`src/rtl/weighted_round_robin_task_switcher_macros.svh`:
```
// ----------------------------------------------------------------------------
// Assertion macros for the weighted round-robin task switcher
// Clocked concurrent assertion wrappers; the enclosing module must
// provide clk and rst_n.
// ----------------------------------------------------------------------------
`ifndef WEIGHTED_ROUND_ROBIN_TASK_SWITCHER_MACROS_SVH
`define WEIGHTED_ROUND_ROBIN_TASK_SWITCHER_MACROS_SVH

// checked only out of reset
`define WRRTS_ASSERT(label, prop, msg) \
    label: assert property (@(posedge clk) disable iff (!rst_n) (prop)) else $error(msg);

// checked on every edge, reset included
`define WRRTS_ASSERT_ALWAYS(label, prop, msg) \
    label: assert property (@(posedge clk) (prop)) else $error(msg);

`endif

```
`src/rtl/wrrts_pkg.sv`:
```
// ----------------------------------------------------------------------------
// wrrts_pkg
// Shared constants and types of the weighted round-robin task switcher.
// ----------------------------------------------------------------------------
package wrrts_pkg;

    localparam int MAX_TASKS  = 16;
    localparam int SLOT_W     = $clog2(MAX_TASKS);
    localparam int COUNT_W    = $clog2(MAX_TASKS + 1);
    localparam int SP_W       = 64;
    localparam int QUANTUM_W  = 8;
    localparam int TASKNUM_W  = 5;
    localparam int CFG_IDX_W  = 1;
    localparam int CFG_DATA_W = QUANTUM_W;

    localparam logic [QUANTUM_W-1:0] QUANTUM_HIGH_RESET = QUANTUM_W'(4);
    localparam logic [QUANTUM_W-1:0] QUANTUM_LOW_RESET  = QUANTUM_W'(1);

    typedef logic [SLOT_W-1:0] slot_t;

    typedef enum logic [CFG_IDX_W-1:0] {
        CFG_QUANTUM_HIGH = 1'b0,
        CFG_QUANTUM_LOW  = 1'b1
    } cfg_reg_t;

    typedef enum logic {
        MODE_TICK   = 1'b0,
        MODE_CREATE = 1'b1
    } mode_t;

    typedef enum logic [2:0] {
        ST_STAYED   = 3'd0,
        ST_SWITCHED = 3'd1,
        ST_CREATED  = 3'd2,
        ST_FAULT    = 3'd3,
        ST_FULL     = 3'd4
    } status_t;

    // slot table update from the scheduler
    typedef struct packed {
        logic            save_en;
        slot_t           save_slot;
        logic [SP_W-1:0] save_ptr;
        logic            add_en;
        slot_t           add_slot;
        slot_t           add_link;
        slot_t           add_after;
    } tbl_wr_t;

endpackage

```
`src/rtl/wrrts_if.sv`:
```
// ----------------------------------------------------------------------------
// wrrts_req_if / wrrts_rsp_if
// Valid/ready channels carrying request and result items.
// ----------------------------------------------------------------------------
interface wrrts_req_if import wrrts_pkg::*; ();
    logic            valid;
    logic            ready;
    logic            mode;
    logic [SP_W-1:0] stack_pointer;

    modport source (output valid, output mode, output stack_pointer, input ready);
    modport sink   (input valid, input mode, input stack_pointer, output ready);
endinterface

interface wrrts_rsp_if import wrrts_pkg::*; ();
    logic                 valid;
    logic                 ready;
    logic [SP_W-1:0]      resume_pointer;
    logic [TASKNUM_W-1:0] task_number;
    logic [2:0]           status;

    modport source (output valid, output resume_pointer, output task_number,
                    output status, input ready);
    modport sink   (input valid, input resume_pointer, input task_number,
                    input status, output ready);
endinterface

```
`src/rtl/wrrts_slot_table.sv`:
```
// ----------------------------------------------------------------------------
// wrrts_slot_table
// Per-slot saved stack pointer, ring link and priority class.
// ----------------------------------------------------------------------------
module wrrts_slot_table import wrrts_pkg::*; (
    input  logic            clk,
    input  logic            rst_n,
    input  slot_t           link_addr,
    output slot_t           link_data,
    input  slot_t           ptr_addr,
    output logic [SP_W-1:0] ptr_data,
    input  slot_t           pri_addr,
    output logic            pri_data,
    input  tbl_wr_t         wr
);

    logic [SP_W-1:0] ptr_mem [MAX_TASKS];
    slot_t           link_reg [MAX_TASKS];
    logic            low_reg [MAX_TASKS];

    assign link_data = link_reg[link_addr];
    assign ptr_data  = ptr_mem[ptr_addr];
    assign pri_data  = low_reg[pri_addr];

    // pointers are undefined until written
    always_ff @(posedge clk)
    begin
        if (wr.save_en)
        begin
            ptr_mem[wr.save_slot] <= wr.save_ptr;
        end
    end

    // all links reset to slot zero, so slot zero rings to itself
    always_ff @(posedge clk or negedge rst_n)
    begin
        if (!rst_n)
        begin
            for (int i = 0; i < MAX_TASKS; i++)
            begin
                link_reg[i] <= '0;
                low_reg[i]  <= 1'b0;
            end
        end
        else if (wr.add_en)
        begin
            link_reg[wr.add_slot]  <= wr.add_link;
            link_reg[wr.add_after] <= wr.add_slot;
            low_reg[wr.add_slot]   <= 1'b1;
        end
    end

endmodule

```
`src/rtl/wrrts_sched.sv`:
```
// ----------------------------------------------------------------------------
// wrrts_sched
// Current task, quantum countdown, task count and halt; decides each item
// in one pass and holds the result register.
// ----------------------------------------------------------------------------
`include "weighted_round_robin_task_switcher_macros.svh"

module wrrts_sched import wrrts_pkg::*; (
    input  logic                 clk,
    input  logic                 rst_n,
    input  logic                 item_valid,
    input  logic                 item_mode,
    input  logic [SP_W-1:0]      item_sp,
    output logic                 take,
    input  logic [QUANTUM_W-1:0] hi_quantum,
    input  logic [QUANTUM_W-1:0] lo_quantum,
    output slot_t                link_addr,
    input  slot_t                link_data,
    output slot_t                ptr_addr,
    input  logic [SP_W-1:0]      ptr_data,
    output slot_t                pri_addr,
    input  logic                 pri_data,
    output tbl_wr_t              tbl_wr,
    wrrts_rsp_if.source          result
);

    slot_t                cur_reg, cur_next;
    logic [QUANTUM_W-1:0] ticks_reg, ticks_next;
    logic [COUNT_W-1:0]   count_reg, count_next;
    logic                 halted_reg, halted_next;
    logic                 out_valid_reg, out_valid_next;
    logic [SP_W-1:0]      out_ptr_reg, out_ptr_next;
    logic [TASKNUM_W-1:0] out_num_reg, out_num_next;
    status_t              out_st_reg, out_st_next;
    logic [SP_W-1:0]      switch_ptr;
    slot_t                new_slot;
    logic                 create_ok;

    assign take      = item_valid && (!out_valid_reg || result.ready);
    assign link_addr = cur_reg;
    assign ptr_addr  = link_data;
    assign pri_addr  = link_data;
    assign new_slot  = count_reg[SLOT_W-1:0];
    assign create_ok = !halted_reg && (item_mode == MODE_CREATE)
                       && (count_reg < COUNT_W'(MAX_TASKS));

    // single-task ring: the pointer being saved is the one resumed
    assign switch_ptr = (link_data == cur_reg) ? item_sp : ptr_data;

    always_comb
    begin
        cur_next     = cur_reg;
        ticks_next   = ticks_reg;
        count_next   = count_reg;
        halted_next  = halted_reg;
        out_ptr_next = '0;
        out_num_next = '0;
        out_st_next  = ST_FAULT;
        tbl_wr       = '0;

        if (halted_reg)
        begin
            out_st_next = ST_FAULT;
        end
        else if (item_mode == MODE_TICK)
        begin
            tbl_wr.save_en   = take;
            tbl_wr.save_slot = cur_reg;
            tbl_wr.save_ptr  = item_sp;
            if (ticks_reg > QUANTUM_W'(1))
            begin
                ticks_next   = ticks_reg - QUANTUM_W'(1);
                out_ptr_next = item_sp;
                out_num_next = TASKNUM_W'(cur_reg) + TASKNUM_W'(1);
                out_st_next  = ST_STAYED;
            end
            else
            begin
                cur_next     = link_data;
                ticks_next   = pri_data ? lo_quantum : hi_quantum;
                out_num_next = TASKNUM_W'(link_data) + TASKNUM_W'(1);
                if (switch_ptr == '0)
                begin
                    halted_next = 1'b1;
                    out_st_next = ST_FAULT;
                end
                else
                begin
                    out_ptr_next = switch_ptr;
                    out_st_next  = ST_SWITCHED;
                end
            end
        end
        else if (!create_ok)
        begin
            out_st_next = ST_FULL;
        end
        else
        begin
            tbl_wr.save_en   = take;
            tbl_wr.save_slot = new_slot;
            tbl_wr.save_ptr  = item_sp;
            tbl_wr.add_en    = take;
            tbl_wr.add_slot  = new_slot;
            tbl_wr.add_link  = link_data;
            tbl_wr.add_after = cur_reg;
            count_next       = count_reg + COUNT_W'(1);
            out_num_next     = TASKNUM_W'(new_slot) + TASKNUM_W'(1);
            out_st_next      = ST_CREATED;
        end
    end

    always_comb
    begin
        if (take)
        begin
            out_valid_next = 1'b1;
        end
        else if (result.ready)
        begin
            out_valid_next = 1'b0;
        end
        else
        begin
            out_valid_next = out_valid_reg;
        end
    end

    always_ff @(posedge clk or negedge rst_n)
    begin
        if (!rst_n)
        begin
            cur_reg       <= '0;
            ticks_reg     <= QUANTUM_HIGH_RESET;
            count_reg     <= COUNT_W'(1);
            halted_reg    <= 1'b0;
            out_valid_reg <= 1'b0;
        end
        else
        begin
            out_valid_reg <= out_valid_next;
            if (take)
            begin
                cur_reg    <= cur_next;
                ticks_reg  <= ticks_next;
                count_reg  <= count_next;
                halted_reg <= halted_next;
            end
        end
    end

    always_ff @(posedge clk)
    begin
        if (take)
        begin
            out_ptr_reg <= out_ptr_next;
            out_num_reg <= out_num_next;
            out_st_reg  <= out_st_next;
        end
    end

    assign result.valid          = out_valid_reg;
    assign result.resume_pointer = out_ptr_reg;
    assign result.task_number    = out_num_reg;
    assign result.status         = out_st_reg;

    `WRRTS_ASSERT(a_halt_sticky, halted_reg |=> halted_reg, "halt cleared without reset")
    `WRRTS_ASSERT(a_count_range,
        (count_reg >= COUNT_W'(1)) && (count_reg <= COUNT_W'(MAX_TASKS)),
        "task count out of range")
    `WRRTS_ASSERT(a_cur_live, COUNT_W'(cur_reg) < count_reg, "current slot beyond live tasks")
    `WRRTS_ASSERT(a_count_only_create,
        !(take && create_ok) |=> $stable(count_reg),
        "task count moved without create")
    `WRRTS_ASSERT(a_halted_answer,
        (take && halted_reg) |=>
            (result.valid && out_st_reg == ST_FAULT && out_num_reg == '0),
        "halted item not answered as fault")

endmodule

```
`src/rtl/weighted_round_robin_task_switcher.sv`:
```
// ----------------------------------------------------------------------------
// weighted_round_robin_task_switcher
// Ring of task slots scheduled by weighted round-robin time slices.
// ----------------------------------------------------------------------------
// One item enters per cycle while the result side does not stall; each result
// passes the input register, then the result register, with the single-pass
// update of the slot table and the current-task registers between the two. A
// tick saves the running stack pointer, counts down the quantum and, when spent,
// moves to the next slot of the ring; a create links a low-priority slot after
// the current one. A null pointer on a switch halts the block until reset. The
// user must write the two quantum registers only while idle; the block does not enforce this.
// ----------------------------------------------------------------------------
module weighted_round_robin_task_switcher import wrrts_pkg::*; (
    input  logic                  clk,
    input  logic                  rst_n,
    input  logic                  cfg_we,
    input  logic [CFG_IDX_W-1:0]  cfg_index,
    input  logic [CFG_DATA_W-1:0] cfg_data,
    wrrts_req_if.sink             request,
    wrrts_rsp_if.source           result
);

    logic                 in_valid_reg;
    logic                 in_mode_reg;
    logic [SP_W-1:0]      in_sp_reg;
    logic [QUANTUM_W-1:0] qhigh_reg;
    logic [QUANTUM_W-1:0] qlow_reg;
    logic                 take;
    slot_t                link_addr, link_data, ptr_addr, pri_addr;
    logic [SP_W-1:0]      ptr_data;
    logic                 pri_data;
    tbl_wr_t              tbl_wr;

    assign request.ready = !in_valid_reg || take;

    always_ff @(posedge clk or negedge rst_n)
    begin
        if (!rst_n)
        begin
            in_valid_reg <= 1'b0;
        end
        else if (request.ready)
        begin
            in_valid_reg <= request.valid;
        end
    end

    always_ff @(posedge clk)
    begin
        if (request.valid && request.ready)
        begin
            in_mode_reg <= request.mode;
            in_sp_reg   <= request.stack_pointer;
        end
    end

    always_ff @(posedge clk or negedge rst_n)
    begin
        if (!rst_n)
        begin
            qhigh_reg <= QUANTUM_HIGH_RESET;
            qlow_reg  <= QUANTUM_LOW_RESET;
        end
        else if (cfg_we)
        begin
            case (cfg_reg_t'(cfg_index))
                CFG_QUANTUM_HIGH: qhigh_reg <= cfg_data;
                CFG_QUANTUM_LOW:  qlow_reg  <= cfg_data;
                default:          qhigh_reg <= qhigh_reg;
            endcase
        end
    end

    wrrts_slot_table u_table (
        .clk       (clk),
        .rst_n     (rst_n),
        .link_addr (link_addr),
        .link_data (link_data),
        .ptr_addr  (ptr_addr),
        .ptr_data  (ptr_data),
        .pri_addr  (pri_addr),
        .pri_data  (pri_data),
        .wr        (tbl_wr)
    );

    wrrts_sched u_sched (
        .clk          (clk),
        .rst_n        (rst_n),
        .item_valid   (in_valid_reg),
        .item_mode    (in_mode_reg),
        .item_sp      (in_sp_reg),
        .take         (take),
        .hi_quantum   (qhigh_reg),
        .lo_quantum   (qlow_reg),
        .link_addr    (link_addr),
        .link_data    (link_data),
        .ptr_addr     (ptr_addr),
        .ptr_data     (ptr_data),
        .pri_addr     (pri_addr),
        .pri_data     (pri_data),
        .tbl_wr       (tbl_wr),
        .result       (result)
    );

endmodule

```
`src/flat_wrapper.sv`:
```
// flat-port wrapper written by rule: the top's interface ports become plain ports
module weighted_round_robin_task_switcher_flat import wrrts_pkg::*;
  (clk, rst_n, cfg_we, cfg_index, cfg_data, request_valid, request_mode, request_stack_pointer, request_ready, result_valid, result_resume_pointer, result_task_number, result_status, result_ready);
  wrrts_req_if request_i ();
  wrrts_rsp_if result_i ();
  input  logic clk;
  input  logic rst_n;
  input  logic cfg_we;
  input  logic [CFG_IDX_W-1:0] cfg_index;
  input  logic [CFG_DATA_W-1:0] cfg_data;
  input wire logic [$bits(request_i.valid)-1:0] request_valid;
  input wire logic [$bits(request_i.mode)-1:0] request_mode;
  input wire logic [$bits(request_i.stack_pointer)-1:0] request_stack_pointer;
  output wire logic [$bits(request_i.ready)-1:0] request_ready;
  output wire logic [$bits(result_i.valid)-1:0] result_valid;
  output wire logic [$bits(result_i.resume_pointer)-1:0] result_resume_pointer;
  output wire logic [$bits(result_i.task_number)-1:0] result_task_number;
  output wire logic [$bits(result_i.status)-1:0] result_status;
  input wire logic [$bits(result_i.ready)-1:0] result_ready;
  assign request_i.valid = request_valid;
  assign request_i.mode = request_mode;
  assign request_i.stack_pointer = request_stack_pointer;
  assign request_ready = request_i.ready;
  assign result_valid = result_i.valid;
  assign result_resume_pointer = result_i.resume_pointer;
  assign result_task_number = result_i.task_number;
  assign result_status = result_i.status;
  assign result_i.ready = result_ready;
  weighted_round_robin_task_switcher u_core (.clk(clk), .rst_n(rst_n), .cfg_we(cfg_we), .cfg_index(cfg_index), .cfg_data(cfg_data), .request(request_i), .result(result_i));
endmodule
```
`config.mk`:
```
export PLATFORM = sky130hd
export DESIGN_NAME = weighted_round_robin_task_switcher_flat
export DESIGN_NICKNAME = d
export VERILOG_FILES = /design/src/rtl/wrrts_pkg.sv /design/src/rtl/wrrts_if.sv /design/src/rtl/wrrts_slot_table.sv /design/src/rtl/wrrts_sched.sv /design/src/rtl/weighted_round_robin_task_switcher.sv /design/src/flat_wrapper.sv
export VERILOG_INCLUDE_DIRS = /design/src /design/src/rtl
export SDC_FILE = /design/constraint.sdc
export NUM_CORES = 2
export LEC_CHECK = 0
export BUFFER_PORTS_ARGS = -buffer_cell sky130_fd_sc_hd__buf_2
export CAP_MARGIN = 30
export CORE_MARGIN = 2
export CORE_UTILIZATION = 60
export CTS_CLUSTER_SIZE = 25
export DETAILED_ROUTE_END_ITERATION = 8
export PLACE_DENSITY = 0.79
export RECOVER_POWER = 25
export SETUP_SLACK_MARGIN = 0.02
export SLEW_MARGIN = 15
export SYNTH_ARGS = -nofsm -noshare
export SYNTH_HDL_FRONTEND = slang
export SYNTH_SLANG_ARGS = --single-unit
```
`constraint.sdc`:
```
create_clock -name clk -period 12.7 [get_ports clk]
set_input_delay 0.635 -clock clk [delete_from_list [all_inputs] [get_ports clk]]
set_output_delay 0.635 -clock clk [all_outputs]
set_load 0.005 [all_outputs]
```
==> summary.txt <==
Clock tree
  – Clock latency on the worst-skew pair: 740 ps
  – TritonCTS Buffers: 121
  – Clock Root Buffer: clkbuf_16
  – Clock transition at the registers of the reported paths: 70 ps
  – Clock buffer depth: 3
  – Post-CTS sizing: 0
  – H-Tree Depth: 3
  – Clock sinks: 1,277
  – CTS tree: yes

Cells and area
  – Post-layout util: 66.9%
  – Most common cell after layout, fill and taps aside: edfxtp_1
  – Design area: 58,900 um2
  – Fraction of layout cells with a size suffix above 1: 14.3%
  – Max reg flops: 1,024
  – Most frequent cells in the layout: edfxtp_1 (1,161), nand2_1 (461), mux2i_1 (220), nor2_1 (130), a21oi_1 (122)
  – # nets final: 3,726
  – Final Non-Filler Cells: 4,902
  – Most flop-heavy register: u_core.u_table.ptr_mem
  – Area Growth Syn to Fin: 10.9%

Setup path
  – Crit path arrival time: 7570 ps
  – Reg2reg path depth: 15
  – Worst path bufs/invs: 5
  – Crit-path max cell delay: 700 ps
  – Crit path required time: 13,350 ps
  – Setup Crit Path Kind: flip-flop to flip-flop
  – Crit. End Element: flip-flop
  – Startpoint types: flip-flop
  – Crit-path slowest cell: buf_4
  – Largest delay contributor family on the critical path: buffers and inverters
  – Crit path depth: 15
  – Crit-path cells: buf_4 -> clkinv_1 -> a221o_2 -> buf_4 -> o22ai_4 -> buf_12 -> buf_12 -> mux4_2 -> nand2_1 -> a21oi_1 -> a311oi_1 -> o2111ai_1 -> a211oi_1 -> nand4_1 -> o21bai_1
  – CP Max Fanout: 153

Flow run
  – Max-Cap Viols: 8

Logic synthesis
  – Cells after Synth: 3,527
  – Main synth FF type: edfxtp_1
  – Ys async rst share: 9.08%
  – Post-Syn Area: 53,100 um2
  – Flip-flop and latch count after synthesis: 1,277
  – Syn nets: 3,610
  – Post-synthesis cell type count: 86
  – Seq/Total Area, Yosys: 71.1%
  – EDFF count, synth: 1,161
  – Synth warn: 0
  – Mean post-synth cell area: 15.1 um2

Route
  – Antenna Nets Post-Route: 0
  – DRC: 0
  – DRT Wirelength: 142 mm
  – Vias per std cell: 6.89
  – Initial DRC count: 5,655
  – Wire length per cell: 29.0 um
  – Via Count: 33,800
  – DR pass1 iterations: 6

Floorplan
  – Core Region: 88,100 um2
  – Initial cell density of the core: 60.3%
  – Die height: 302 um
  – # IOs: 153
  – Die area: 90,900 um2
  – Row count: 109
  – Die width: 302 um

GRT
  – GR Overflow Total: 0
  – Initial antenna violation count: 4
  – First-pass GRT wire length: 209 mm
  – Largest net degree at the start of global routing: 154
  – Vias in the first global route: 32,700
  – Met2 Use GR: 47.4%
  – GRT Max-Usage Layer: met2
  – Overall Global Routing Usage: 31.2%
  – M1 GR Usage: 43.9%
  – Met3 GRT Util: 7.30%

Power and ir drop
  – Static Leak: 20.0 nW
  – Maximum vdd ir drop: 0.353 mV
  – Sw Ratio: 40.5%
  – Pwr dens: 270 nW/um2
  – Clock share of power: 21.9%
  – Switching pwr: 0.00646 W
  – P_int: 0.00947 W
  – Sequential Power Share: 33.2%
  – Part of the power in combinational logic: 44.9%

STA
  – Setup repair after global routing missed its margin: no
  – FMAX: 0.144 GHz
  – Setup TNS: 0 ps
  – Fin crit period: 6930 ps
  – Final hold vios: 0
  – Slew at the pin closest to its max-slew limit: 3820 ps
  – Tcrit/Tclk final: 54.6%
  – Final-report setup violation count: 0
  – Worst Skew: 57.1 ps
  – Worst setup margin: 5770 ps
  – Slew Limit Fails: 348
  – Slew HR: -155%

Placement
  – Port-buffer cells: 152
  – Dpl cell area: 55,100 um2
  – Detailed Place HPWL: 77.7 mm
  – DP Cell Count: 4,678
  – Pre-CTS setup slack: 5990 ps
  – Placer Congestion: 0.886

Hold path
  – Worst hold path type: input pin to flip-flop
  – Hold Path Depth: 1

Outcome
  – Outcome: complete, but fails checks
  – Failing checks: max-capacitance violations, max-slew violations
[power groups by stage]
stage	Combinational, W	Clock [W]	Sequential [W]
floorplan	0.00492	0	0.00528
global placement	0.00675	0	0.00535
detailed placement	0.00695	0	0.00536
CTS	0.00700	0.00350	0.00528
global route	0.00753	0.00367	0.00531
finish	0.00715	0.00348	0.00529
[final timing paths]
path,start,end,slack [ps]
hold / removal,request_stack_pointer[52],u_core.in_sp_reg[52],70
setup reg to reg,u_core.u_sched.link_addr[2],u_core.u_sched.halted_reg,5770
min in group asynchronous,rst_n,u_core.u_table.link_reg[48],1230
hold reg to reg,u_core.u_table.low_reg[5],u_core.u_table.low_reg[5],460
max in group asynchronous,rst_n,u_core.qhigh_reg[4],6640
setup / recovery,u_core.u_sched.link_addr[2],u_core.u_sched.halted_reg,5770
[stage by stage]
stage	total power, W	hold WS [ps]
2_1_floorplan	0.0102	339
5_1_grt	0.0165	68.9
4_1_cts	0.0158	48.8
6_report	0.0159	72.1
3_5_place_dp	0.0123	443
3_3_place_gp	0.0121	439
[layout make-up]
class / instances / area, um2
multi-input combinational: 1946 / 14100
clock inverter: 70 / 672
sequential: 1277 / 37800
fill: 5816 / 29200
clock buffer: 145 / 3120
timing repair buffer: 232 / 1500
tap: 1165 / 1460
inverter: 65 / 245
antenna: 2 / 5.00
[timing repair]
action | in CTS | in global routing
hold buffers | 1 | 0
hold endpoints to repair | 41 | 0
setup buffers | 0 | 0
[per-layer routing]
layer	routed length, um	part of all wire (%)
met1	52500	37
met2	65200	46
met3	18900	13
met4	5610	3.9
met5	27	0.019
[cell usage after synthesis, types with 12 or more instances]
library cell / count / area [um2]
nor3_1: 28 / 140
nand4_1: 21 / 131
and3_1: 23 / 144
o221ai_1: 59 / 517
o211ai_1: 41 / 308
mux2_2: 64 / 721
a22o_1: 55 / 482
a31o_2: 14 / 123
nor4_1: 12 / 75.1
o22a_1: 19 / 166
inv_1: 63 / 236
and2_1: 71 / 444
mux4_2: 76 / 1710
o22ai_1: 64 / 400
nand2_1: 462 / 1730
nor2_1: 150 / 563
a21oi_1: 122 / 611
a211oi_1: 33 / 248
nand3_1: 91 / 455
a311oi_1: 16 / 140
o2111ai_1: 30 / 263
dfrtp_1: 112 / 2800
edfxtp_1: 1161 / 34900
a41o_1: 14 / 140
a22oi_1: 33 / 248
clkbuf_1: 110 / 413
a31oi_1: 12 / 75.1
o21ai_0: 24 / 120
buf_4: 27 / 203
buf_1: 14 / 52.6
buf_2: 78 / 390
a32oi_1: 51 / 447
mux2i_1: 221 / 2210
[kinds of logic (layout without fill, tap and decap cells)]
logic type               count (synthesis)  after routing  share of synthesized area, %
other                                    0              2                             0
adder cells (fa/ha/maj)                  4              4                        0.0942
AO/OA/AOI/OAI                          671            671                          9.54
multiplexers                           369            369                          8.99
flip-flops                            1277           1277                          71.1
buffers and inverters                  304            512                          2.69
XOR/XNOR                                 9              9                         0.148
AND/OR/NAND/NOR                        893            893                          7.41
Power figures use the tool's default switching activity.
